$ cat src/rtl/core/rlhsi_pkg.sv
// ----------------------------------------------------------------------------
// rlhsi_pkg
// Shared types, fixed-point constants and the sine lookup table for the
// rate-limited heading and speed integrator.
// ----------------------------------------------------------------------------
package rlhsi_pkg;

    localparam int SINE_TABLE_DEPTH  = 256;
    localparam int HEADING_FRAC_BITS = 6;

    localparam int FULL_CIRCLE    = 360 << HEADING_FRAC_BITS;
    localparam int HALF_CIRCLE    = 180 << HEADING_FRAC_BITS;
    localparam int QUARTER_CIRCLE = 90 << HEADING_FRAC_BITS;
    localparam int ONE_DEGREE     = 1 << HEADING_FRAC_BITS;

    localparam int HDG_W = $clog2(FULL_CIRCLE);
    localparam int IDX_W = $clog2(SINE_TABLE_DEPTH);

    // field widths of the channels
    localparam int HEADING_W = 15;
    localparam int SPEED_W   = 16;
    localparam int DT_W      = 16;
    localparam int POS_W     = 32;
    localparam int TRIG_W    = 16;

    // configuration port
    localparam int CFG_IDX_W  = 1;
    localparam int CFG_DATA_W = 16;
    localparam logic [CFG_IDX_W-1:0] REG_TURN_RATE  = CFG_IDX_W'(0);
    localparam logic [CFG_IDX_W-1:0] REG_ACCEL_RATE = CFG_IDX_W'(1);
    localparam logic [CFG_DATA_W-1:0] TURN_RATE_RST  = CFG_DATA_W'(2880);
    localparam logic [CFG_DATA_W-1:0] ACCEL_RATE_RST = CFG_DATA_W'(256);

    // exact quotients by reciprocal multiply: q = (x * RECIP) >> RECIP_SHIFT
    localparam int RECIP_SHIFT = 34;
    localparam logic [63:0] RECIP_FULL_VAL =
        ((64'd1 << RECIP_SHIFT) + 64'(FULL_CIRCLE) - 64'd1) / 64'(FULL_CIRCLE);
    localparam int RF_W = $clog2(RECIP_FULL_VAL) + 1;
    localparam logic [RF_W-1:0] RECIP_FULL = RF_W'(RECIP_FULL_VAL);

    localparam logic [63:0] RECIP_IDX_VAL =
        ((64'd1 << RECIP_SHIFT) * 64'(SINE_TABLE_DEPTH) + 64'(FULL_CIRCLE) - 64'd1)
        / 64'(FULL_CIRCLE);
    localparam int RI_W = $clog2(RECIP_IDX_VAL) + 1;
    localparam logic [RI_W-1:0] RECIP_IDX = RI_W'(RECIP_IDX_VAL);

    localparam int DHQ_W = $clog2(32768 / FULL_CIRCLE + 2);
    localparam int STQ_W = $clog2(65536 / FULL_CIRCLE + 2);

    localparam logic signed [HDG_W:0]   DIFF_ONE  = (HDG_W+1)'(ONE_DEGREE);
    localparam logic signed [HDG_W:0]   DIFF_HALF = (HDG_W+1)'(HALF_CIRCLE);
    localparam logic signed [HDG_W+1:0] HSUM_FULL = (HDG_W+2)'(FULL_CIRCLE);
    localparam logic [HDG_W:0]          HC_FULL    = (HDG_W+1)'(FULL_CIRCLE);
    localparam logic [HDG_W:0]          HC_QUARTER = (HDG_W+1)'(QUARTER_CIRCLE);

    localparam logic [63:0] PI_HALF_Q30 = 64'd1686629713;

    typedef struct packed {
        logic [HEADING_W-1:0]      desired_heading;
        logic signed [SPEED_W-1:0] desired_speed;
        logic [DT_W-1:0]           tick_duration;
    } tick_t;

    typedef struct packed {
        logic [HEADING_W-1:0]      heading_out;
        logic signed [SPEED_W-1:0] speed_out;
        logic signed [SPEED_W-1:0] velocity_x;
        logic signed [SPEED_W-1:0] velocity_z;
        logic signed [POS_W-1:0]   position_x;
        logic signed [POS_W-1:0]   position_z;
    } result_t;

    typedef struct packed {
        logic load_tick;
        logic mul;
        logic mod1;
        logic mod2;
        logic upd;
        logic idx;
        logic trig;
        logic vmul;
        logic vrnd;
        logic pmul;
        logic commit;
    } cmd_t;

    typedef logic signed [TRIG_W-1:0] sine_tab_t [SINE_TABLE_DEPTH];

    // quarter-wave sine in Q1.14, Taylor series in Q30
    function automatic logic signed [TRIG_W-1:0] quarter_sine(input logic [63:0] num);
        logic [63:0]        x;
        logic [63:0]        x2;
        logic [63:0]        mag;
        logic signed [63:0] sum;
        logic signed [63:0] r;
        x   = PI_HALF_Q30 * num / SINE_TABLE_DEPTH;
        x2  = (x * x) >> 30;
        sum = $signed(x);
        mag = ((x * x2) >> 30) / 64'd6;
        sum = sum - $signed(mag);
        mag = ((mag * x2) >> 30) / 64'd20;
        sum = sum + $signed(mag);
        mag = ((mag * x2) >> 30) / 64'd42;
        sum = sum - $signed(mag);
        mag = ((mag * x2) >> 30) / 64'd72;
        sum = sum + $signed(mag);
        mag = ((mag * x2) >> 30) / 64'd110;
        sum = sum - $signed(mag);
        mag = ((mag * x2) >> 30) / 64'd156;
        sum = sum + $signed(mag);
        r = (sum + 64'sd32768) >>> 16;
        if (r < 64'sd0)
        begin
            r = 64'sd0;
        end
        else if (r > 64'sd16384)
        begin
            r = 64'sd16384;
        end
        return TRIG_W'(r);
    endfunction

    function automatic sine_tab_t build_sine_tab();
        sine_tab_t               tab;
        logic [63:0]             p;
        logic [63:0]             q;
        logic [63:0]             r;
        logic signed [TRIG_W-1:0] s;
        for (int i = 0; i < SINE_TABLE_DEPTH; i++)
        begin
            p = 64'(i) * 64'd4;
            q = p / SINE_TABLE_DEPTH;
            r = p % SINE_TABLE_DEPTH;
            s = quarter_sine(q[0] ? 64'(SINE_TABLE_DEPTH) - r : r);
            tab[i] = (q >= 64'd2) ? -s : s;
        end
        return tab;
    endfunction

    localparam sine_tab_t SINE_TAB = build_sine_tab();

endpackage

$ cat src/rtl/core/rlhsi_ctrl.sv
// ----------------------------------------------------------------------------
// rlhsi_ctrl
// Sequencer: takes one tick, steps the datapath through its stages and
// holds the result valid until the receiver takes it.
// ----------------------------------------------------------------------------
module rlhsi_ctrl (
    input  logic            clk,
    input  logic            rst_n,
    input  logic            tick_valid,
    output logic            tick_stall,
    output logic            result_valid,
    input  logic            result_stall,
    output rlhsi_pkg::cmd_t cmd
);
    import rlhsi_pkg::*;

    typedef enum logic [10:0] {
        S_IDLE = 11'b000_0000_0001,
        S_MUL  = 11'b000_0000_0010,
        S_MOD1 = 11'b000_0000_0100,
        S_MOD2 = 11'b000_0000_1000,
        S_UPD  = 11'b000_0001_0000,
        S_IDX  = 11'b000_0010_0000,
        S_TRIG = 11'b000_0100_0000,
        S_VMUL = 11'b000_1000_0000,
        S_VRND = 11'b001_0000_0000,
        S_PMUL = 11'b010_0000_0000,
        S_POS  = 11'b100_0000_0000
    } state_t;

    state_t state_reg;
    state_t state_next;
    logic   result_valid_reg;
    logic   result_valid_next;
    logic   accept;
    logic   out_free;

    assign accept       = tick_valid && !tick_stall;
    assign tick_stall   = (state_reg != S_IDLE);
    assign result_valid = result_valid_reg;
    assign out_free     = !result_valid_reg || !result_stall;

    always_comb
    begin
        cmd        = '0;
        state_next = state_reg;
        case (state_reg)
            S_IDLE:
            begin
                if (tick_valid)
                begin
                    cmd.load_tick = 1'b1;
                    state_next    = S_MUL;
                end
            end
            S_MUL:
            begin
                cmd.mul    = 1'b1;
                state_next = S_MOD1;
            end
            S_MOD1:
            begin
                cmd.mod1   = 1'b1;
                state_next = S_MOD2;
            end
            S_MOD2:
            begin
                cmd.mod2   = 1'b1;
                state_next = S_UPD;
            end
            S_UPD:
            begin
                cmd.upd    = 1'b1;
                state_next = S_IDX;
            end
            S_IDX:
            begin
                cmd.idx    = 1'b1;
                state_next = S_TRIG;
            end
            S_TRIG:
            begin
                cmd.trig   = 1'b1;
                state_next = S_VMUL;
            end
            S_VMUL:
            begin
                cmd.vmul   = 1'b1;
                state_next = S_VRND;
            end
            S_VRND:
            begin
                cmd.vrnd   = 1'b1;
                state_next = S_PMUL;
            end
            S_PMUL:
            begin
                cmd.pmul   = 1'b1;
                state_next = S_POS;
            end
            S_POS:
            begin
                if (out_free)
                begin
                    cmd.commit = 1'b1;
                    state_next = S_IDLE;
                end
            end
            default:
            begin
                state_next = S_IDLE;
            end
        endcase
    end

    always_comb
    begin
        result_valid_next = result_valid_reg;
        if (cmd.commit)
        begin
            result_valid_next = 1'b1;
        end
        else if (result_valid_reg && !result_stall)
        begin
            result_valid_next = 1'b0;
        end
    end

    always_ff @(posedge clk or negedge rst_n)
    begin
        if (!rst_n)
        begin
            state_reg        <= S_IDLE;
            result_valid_reg <= 1'b0;
        end
        else
        begin
            state_reg        <= state_next;
            result_valid_reg <= result_valid_next;
        end
    end

    a_accept_to_pos: assert property (@(posedge clk) disable iff (!rst_n)
        accept |-> ##10 (state_reg == S_POS))
        else $error("tick did not reach the position stage on schedule");

    a_commit_valid: assert property (@(posedge clk) disable iff (!rst_n)
        cmd.commit |=> result_valid_reg)
        else $error("committed result not presented");

    a_one_in_flight: assert property (@(posedge clk) disable iff (!rst_n)
        accept |=> tick_stall)
        else $error("second transfer taken while a tick is in work");

endmodule

$ cat config.mk
export PLATFORM = sky130hd
export DESIGN_NAME = rlhsi_ctrl
export DESIGN_NICKNAME = d
export VERILOG_FILES = /design/src/rtl/core/rlhsi_pkg.sv /design/src/rtl/core/rlhsi_ctrl.sv
export SDC_FILE = /design/constraint.sdc
export NUM_CORES = 1
export LEC_CHECK = 0
export BUFFER_PORTS_ARGS = -buffer_cell sky130_fd_sc_hd__buf_4
export CAP_MARGIN = 30
export CELL_PAD_IN_SITES_DETAIL_PLACEMENT = 1
export CELL_PAD_IN_SITES_GLOBAL_PLACEMENT = 2
export CORE_ASPECT_RATIO = 0.7
export CORE_MARGIN = 8
export CORE_UTILIZATION = 25
export DETAILED_ROUTE_END_ITERATION = 8
export MAX_ROUTING_LAYER = met4
export PLACE_DENSITY_LB_ADDON = 0.12
export REMOVE_ABC_BUFFERS = 1
export SKIP_CTS_REPAIR_TIMING = 1
export SLEW_MARGIN = 20
export SYNTH_ARGS = -nofsm -noshare
export SYNTH_HDL_FRONTEND = slang
export SYNTH_SLANG_ARGS = --single-unit
export TNS_END_PERCENT = 100
$ cat constraint.sdc
create_clock -name clk -period 1.95 [get_ports clk]
set_clock_uncertainty 0.05 [all_clocks]
set_input_delay 0.0975 -clock clk [delete_from_list [all_inputs] [get_ports clk]]
set_output_delay 0.0975 -clock clk [all_outputs]
set_load 0.005 [all_outputs]
# Yosys cells after proc, flatten, opt, wreduce, memory -nomap -nowiden
# Index checks and enable logic that the tools add are counted.
dict set report classes {
  n_addsub 0
  mul 0
  div_mod_pow 0
  order_cmp 0
  eq_ne 14
  shift 0
  mux 18
  bitwise 0
  n_reduce_logical 6
}
# operator n
set ops {}
lappend ops {{$pmux W11 S11} 1}
lappend ops {{$mux W11} 2}
lappend ops {{$mux W1} 15}
lappend ops {{$eq A11 B1 Y1 const B} 1}
lappend ops {{$eq A11 B10 Y1 const B} 1}
lappend ops {{$eq A11 B11 Y1 const B} 1}
lappend ops {{$eq A11 B2 Y1 const B} 1}
lappend ops {{$eq A11 B3 Y1 const B} 1}
lappend ops {{$eq A11 B4 Y1 const B} 1}
lappend ops {{$eq A11 B5 Y1 const B} 1}
lappend ops {{$eq A11 B6 Y1 const B} 1}
lappend ops {{$eq A11 B7 Y1 const B} 1}
lappend ops {{$eq A11 B8 Y1 const B} 1}
lappend ops {{$eq A11 B9 Y1 const B} 1}
lappend ops {{$ne A11 B1 Y1 const B} 1}
lappend ops {{$ne A2 B2 Y1 const B} 2}
lappend ops {{$logic_not A1 Y1} 2}
lappend ops {{$reduce_and A2 Y1} 1}
lappend ops {{$reduce_bool A2 Y1} 1}
lappend ops {{$logic_and A1 B1 Y1} 1}
lappend ops {{$logic_or A1 B1 Y1} 1}
dict set report totals {
  ff_bits 12
  latchBits 0
  ram_bits 0
  mem_bits_ro 0
  output_inout_bits 13
  n_memories 0
}

# Logic depth before layout (Yosys ltp)
dict set report depth {
  depth_word 5
  depth_mapped 6
  depth_no_buf 5
}

# Worst setup path before layout
# OpenSTA, ideal clock, no wires.
dict set report synth_path {
  path_type {reg2out}
  start {reg state_reg[5]}
  end {out cmd[0] (netlist bit)}
  arrival_ps 1665
  required_time_ps 1803
  path_slack_ps 138
  stages_incl_launch_ff 7
  n_path_buf 1
  path_cell_list {dfrtp_1 -> nor4_4 -> nand3_2 -> or2_1 -> or3b_4 -> a21oi_2 -> buf_4}
}
# element line_no
set synth_rtl {}
lappend synth_rtl {{start, declared} rlhsi_ctrl.sv:31} ;# state_t state_reg;
lappend synth_rtl {{start signal, assigned} rlhsi_ctrl.sv:138} ;# state_reg <= state_next;
lappend synth_rtl {{end, declared} rlhsi_ctrl.sv:13} ;# output rlhsi_pkg::cmd_t cmd

==> impl_metrics.ini <==
[route]
vias = 643
drcViolationCount = 0
drt_iter0_drc = 15
drtAntennaViolNets = 0
first_pass_iters = 4
routed_wl_um = 1900
vias_per_cell = 4.73
wire_per_inst_um = 14.0

[pwr]
power_leakage_uw = 0.000483
p_total_uw = 1110
power_density_nw_per_um2 = 1090
ir_drop_uv = 542

[final_layout]
diodes = 0
finalNonFillerCells = 136
drive_gt1_frac = 0.440
nets = 105
largest_register_ff_count = 11
fill_cells = 319
area_delta_synth_final_pct = 48.3

[place]
numPortBuffers = 16
place.gp.congestion = 0.803
dp_hpwl_um = 1410
dp.cells = 129

[setup_path]
worstPathCellList = nor4_4 -> nand3_2 -> or2_1 -> or3b_4 -> a21oi_2 -> buf_4
cp_max_fo = 3
worst-path-buf-inv = 1
rr_worst_depth = 7
crit_path_end = cmd[0]
reg2reg_to = state_reg[0]$_DFFE_PN1P_
path_depth = 6
crit_slowest_cell = dfrtp_1
critPathKind = reg2out
rr_startpoint = state_reg[3]$_DFFE_PN0P_
crit_path_start = state_reg[3]$_DFFE_PN0P_
path_delay_family = simple AND/OR/NAND/NOR gates
r2r_setup_slack_ns = 0.26
worstPathArrival_ns = 1.92
worstSetupStartpointType = flip-flop
max_stage_delay_ns = 0.41
end_kind = output port
crit_required_ns = 1.80

[sta]
rsz0062_at_grt = true
finalHoldViolations = 0
fin_crit_sh = 1.06
worst_pin_slew_ns = 0.301
finalSetupTns_ns = -0.121
setup_ws_ns = -0.121
relSlewSlack = 0.797
finalSetupViolCount = 1
max_freq_mhz = 483
post-route-min-period_ns = 2.07
drv_slew = 0

[status]
outcome = finished, violations left
violations = setup timing

[cts]
clkSinkCount = 12
clk_path_buf_depth = 2
clkTransAtPathRegs_ns = 0.05
cts_tree = yes
h-tree-depth = 1
numCtsBuffers = 3
clk_latency_ns = 0.24
cts-root-buf = clkbuf_8

[grt]
grt_pass1_vias = 620
grt_antenna_before_repair = 0
grt_pass1_wl_um = 3010
grtUsageMet2 = 0.116
grt_max_degree = 13
gr-total-overflow = 0
grt_usage = 0.0846
grt-busiest-layer = met2
use_met3 = 0.0375
use_met1 = 0.111

[yosys]
synthArstFlopShare = 1.00
synth_top_area_frac = 0.399
synth_top_cell_by_area = dfrtp_1
ys_seq_area_frac = 0.437
synth_seq_cells = 12
synth_cell_types = 31
yosys_warnings = 0
synth_edf_count = 0
synth_area_um2 = 689
yosys-top-cells-area = dfrtp_1 40%, nor4bb_1 5.8%, nor2_1 5.4%, nor4b_1 5.1%, dfstp_2 3.8%
syn_avg_cell_area_um2 = 9.71
synth_top_cells_by_count = 11 x dfrtp_1, 10 x nor2_1, 6 x nand2_1
yosys.cell_count.top_type = dfrtp_1
synthFlopType = dfrtp_1
syn_inst = 71

[floorplan]
rows = 16
die_x_um = 78.8
core_um2 = 2700
dieArea_um2 = 4720
initial_core_util = 0.255
io_pins = 17
chipHeight_um = 59.9

[job]
max_cap_violations = 0

[hold_path]
hold_class = in2reg
==> worst min-delay path by stage <==
stage | from | endpoint | cells after the start
detailed placement | rst_n | state_reg[10]$_DFFE_PN0P_ | 1
CTS | rst_n | state_reg[10]$_DFFE_PN0P_ | 1
global route | result_stall | result_valid$_DFFE_PN0P_ | 3
floorplan | rst_n | result_valid$_DFFE_PN0P_ | 0
global placement | rst_n | state_reg[8]$_DFFE_PN0P_ | 1
finish | result_stall | result_valid$_DFFE_PN0P_ | 3
==> cells by family after synthesis <==
logic type             share of synthesized area
AND/OR/NAND/NOR                            0.430
flip-flops                                 0.437
AO/OA/AOI/OAI                             0.0799
buffers and inverters                     0.0272
XOR/XNOR                                  0.0254
==> power breakdown <==
group	leakage [uW]	switching, uW	internal, uW	total [uW]
Clock	0.0000228	89.0	144	233
Combinational	0.000297	270	278	548
Sequential	0.000163	41.5	289	331
Total	0.000483	400	711	1110
==> worst min-delay path, stage by stage <==
cell	delay, ns
buf_4	0.09
nand2_1	0.05
nand2_1	0.05
==> cell type report <==
type / count / area [um^2] / share of cell area
repair buffers: 26 / 198 / 0.193
inverters: 3 / 11.3 / 0.0110
flip-flops and latches: 12 / 302 / 0.295
well taps: 36 / 45.0 / 0.0441
clock buffers: 4 / 45.0 / 0.0441
multi-input cells: 55 / 422 / 0.412
==> metrics by stage <==
| stage | hold WS, ns | instance area (um^2) | setup slack [ns] | utilization |
|---|---|---|---|---|
| floorplan | -0.248 | 682 | 0.228 | - |
| global placement | -0.0968 | 900 | 0.116 | 0.333 |
| detailed placement | -0.0970 | 900 | 0.0934 | 0.333 |
| CTS | -0.355 | 945 | -0.166 | 0.350 |
| global route | 0.0575 | 1020 | -0.251 | 0.378 |
| finish | 0.0351 | 1020 | -0.121 | 0.378 |
==> cells in the final DEF (no fill, tap or decap), types with 2 or more instances in the layout <==
cell | synthesis | layout
a21oi_1 | 2 | 2
inv_1 | 3 | 3
nand2_1 | 6 | 4
nor4b_1 | 4 | 3
nor4bb_1 | 4 | 4
buf_4 | 1 | 25
nor4_1 | 2 | 2
nor2b_1 | 2 | 2
nor2_2 | 2 | 3
nand3_2 | 1 | 3
clkbuf_8 | 0 | 3
dfrtp_1 | 11 | 11
xor2_1 | 2 | 2
nor2_1 | 10 | 9
nand3b_1 | 2 | 2
==> metal layers <==
layer,routed length (um),vias to the layer above
li1,-,318
met4,4,0
met3,90,2
met1,986,311
met2,820,12
met5,0,-
Note: power is estimated with default switching activity, not from simulation.
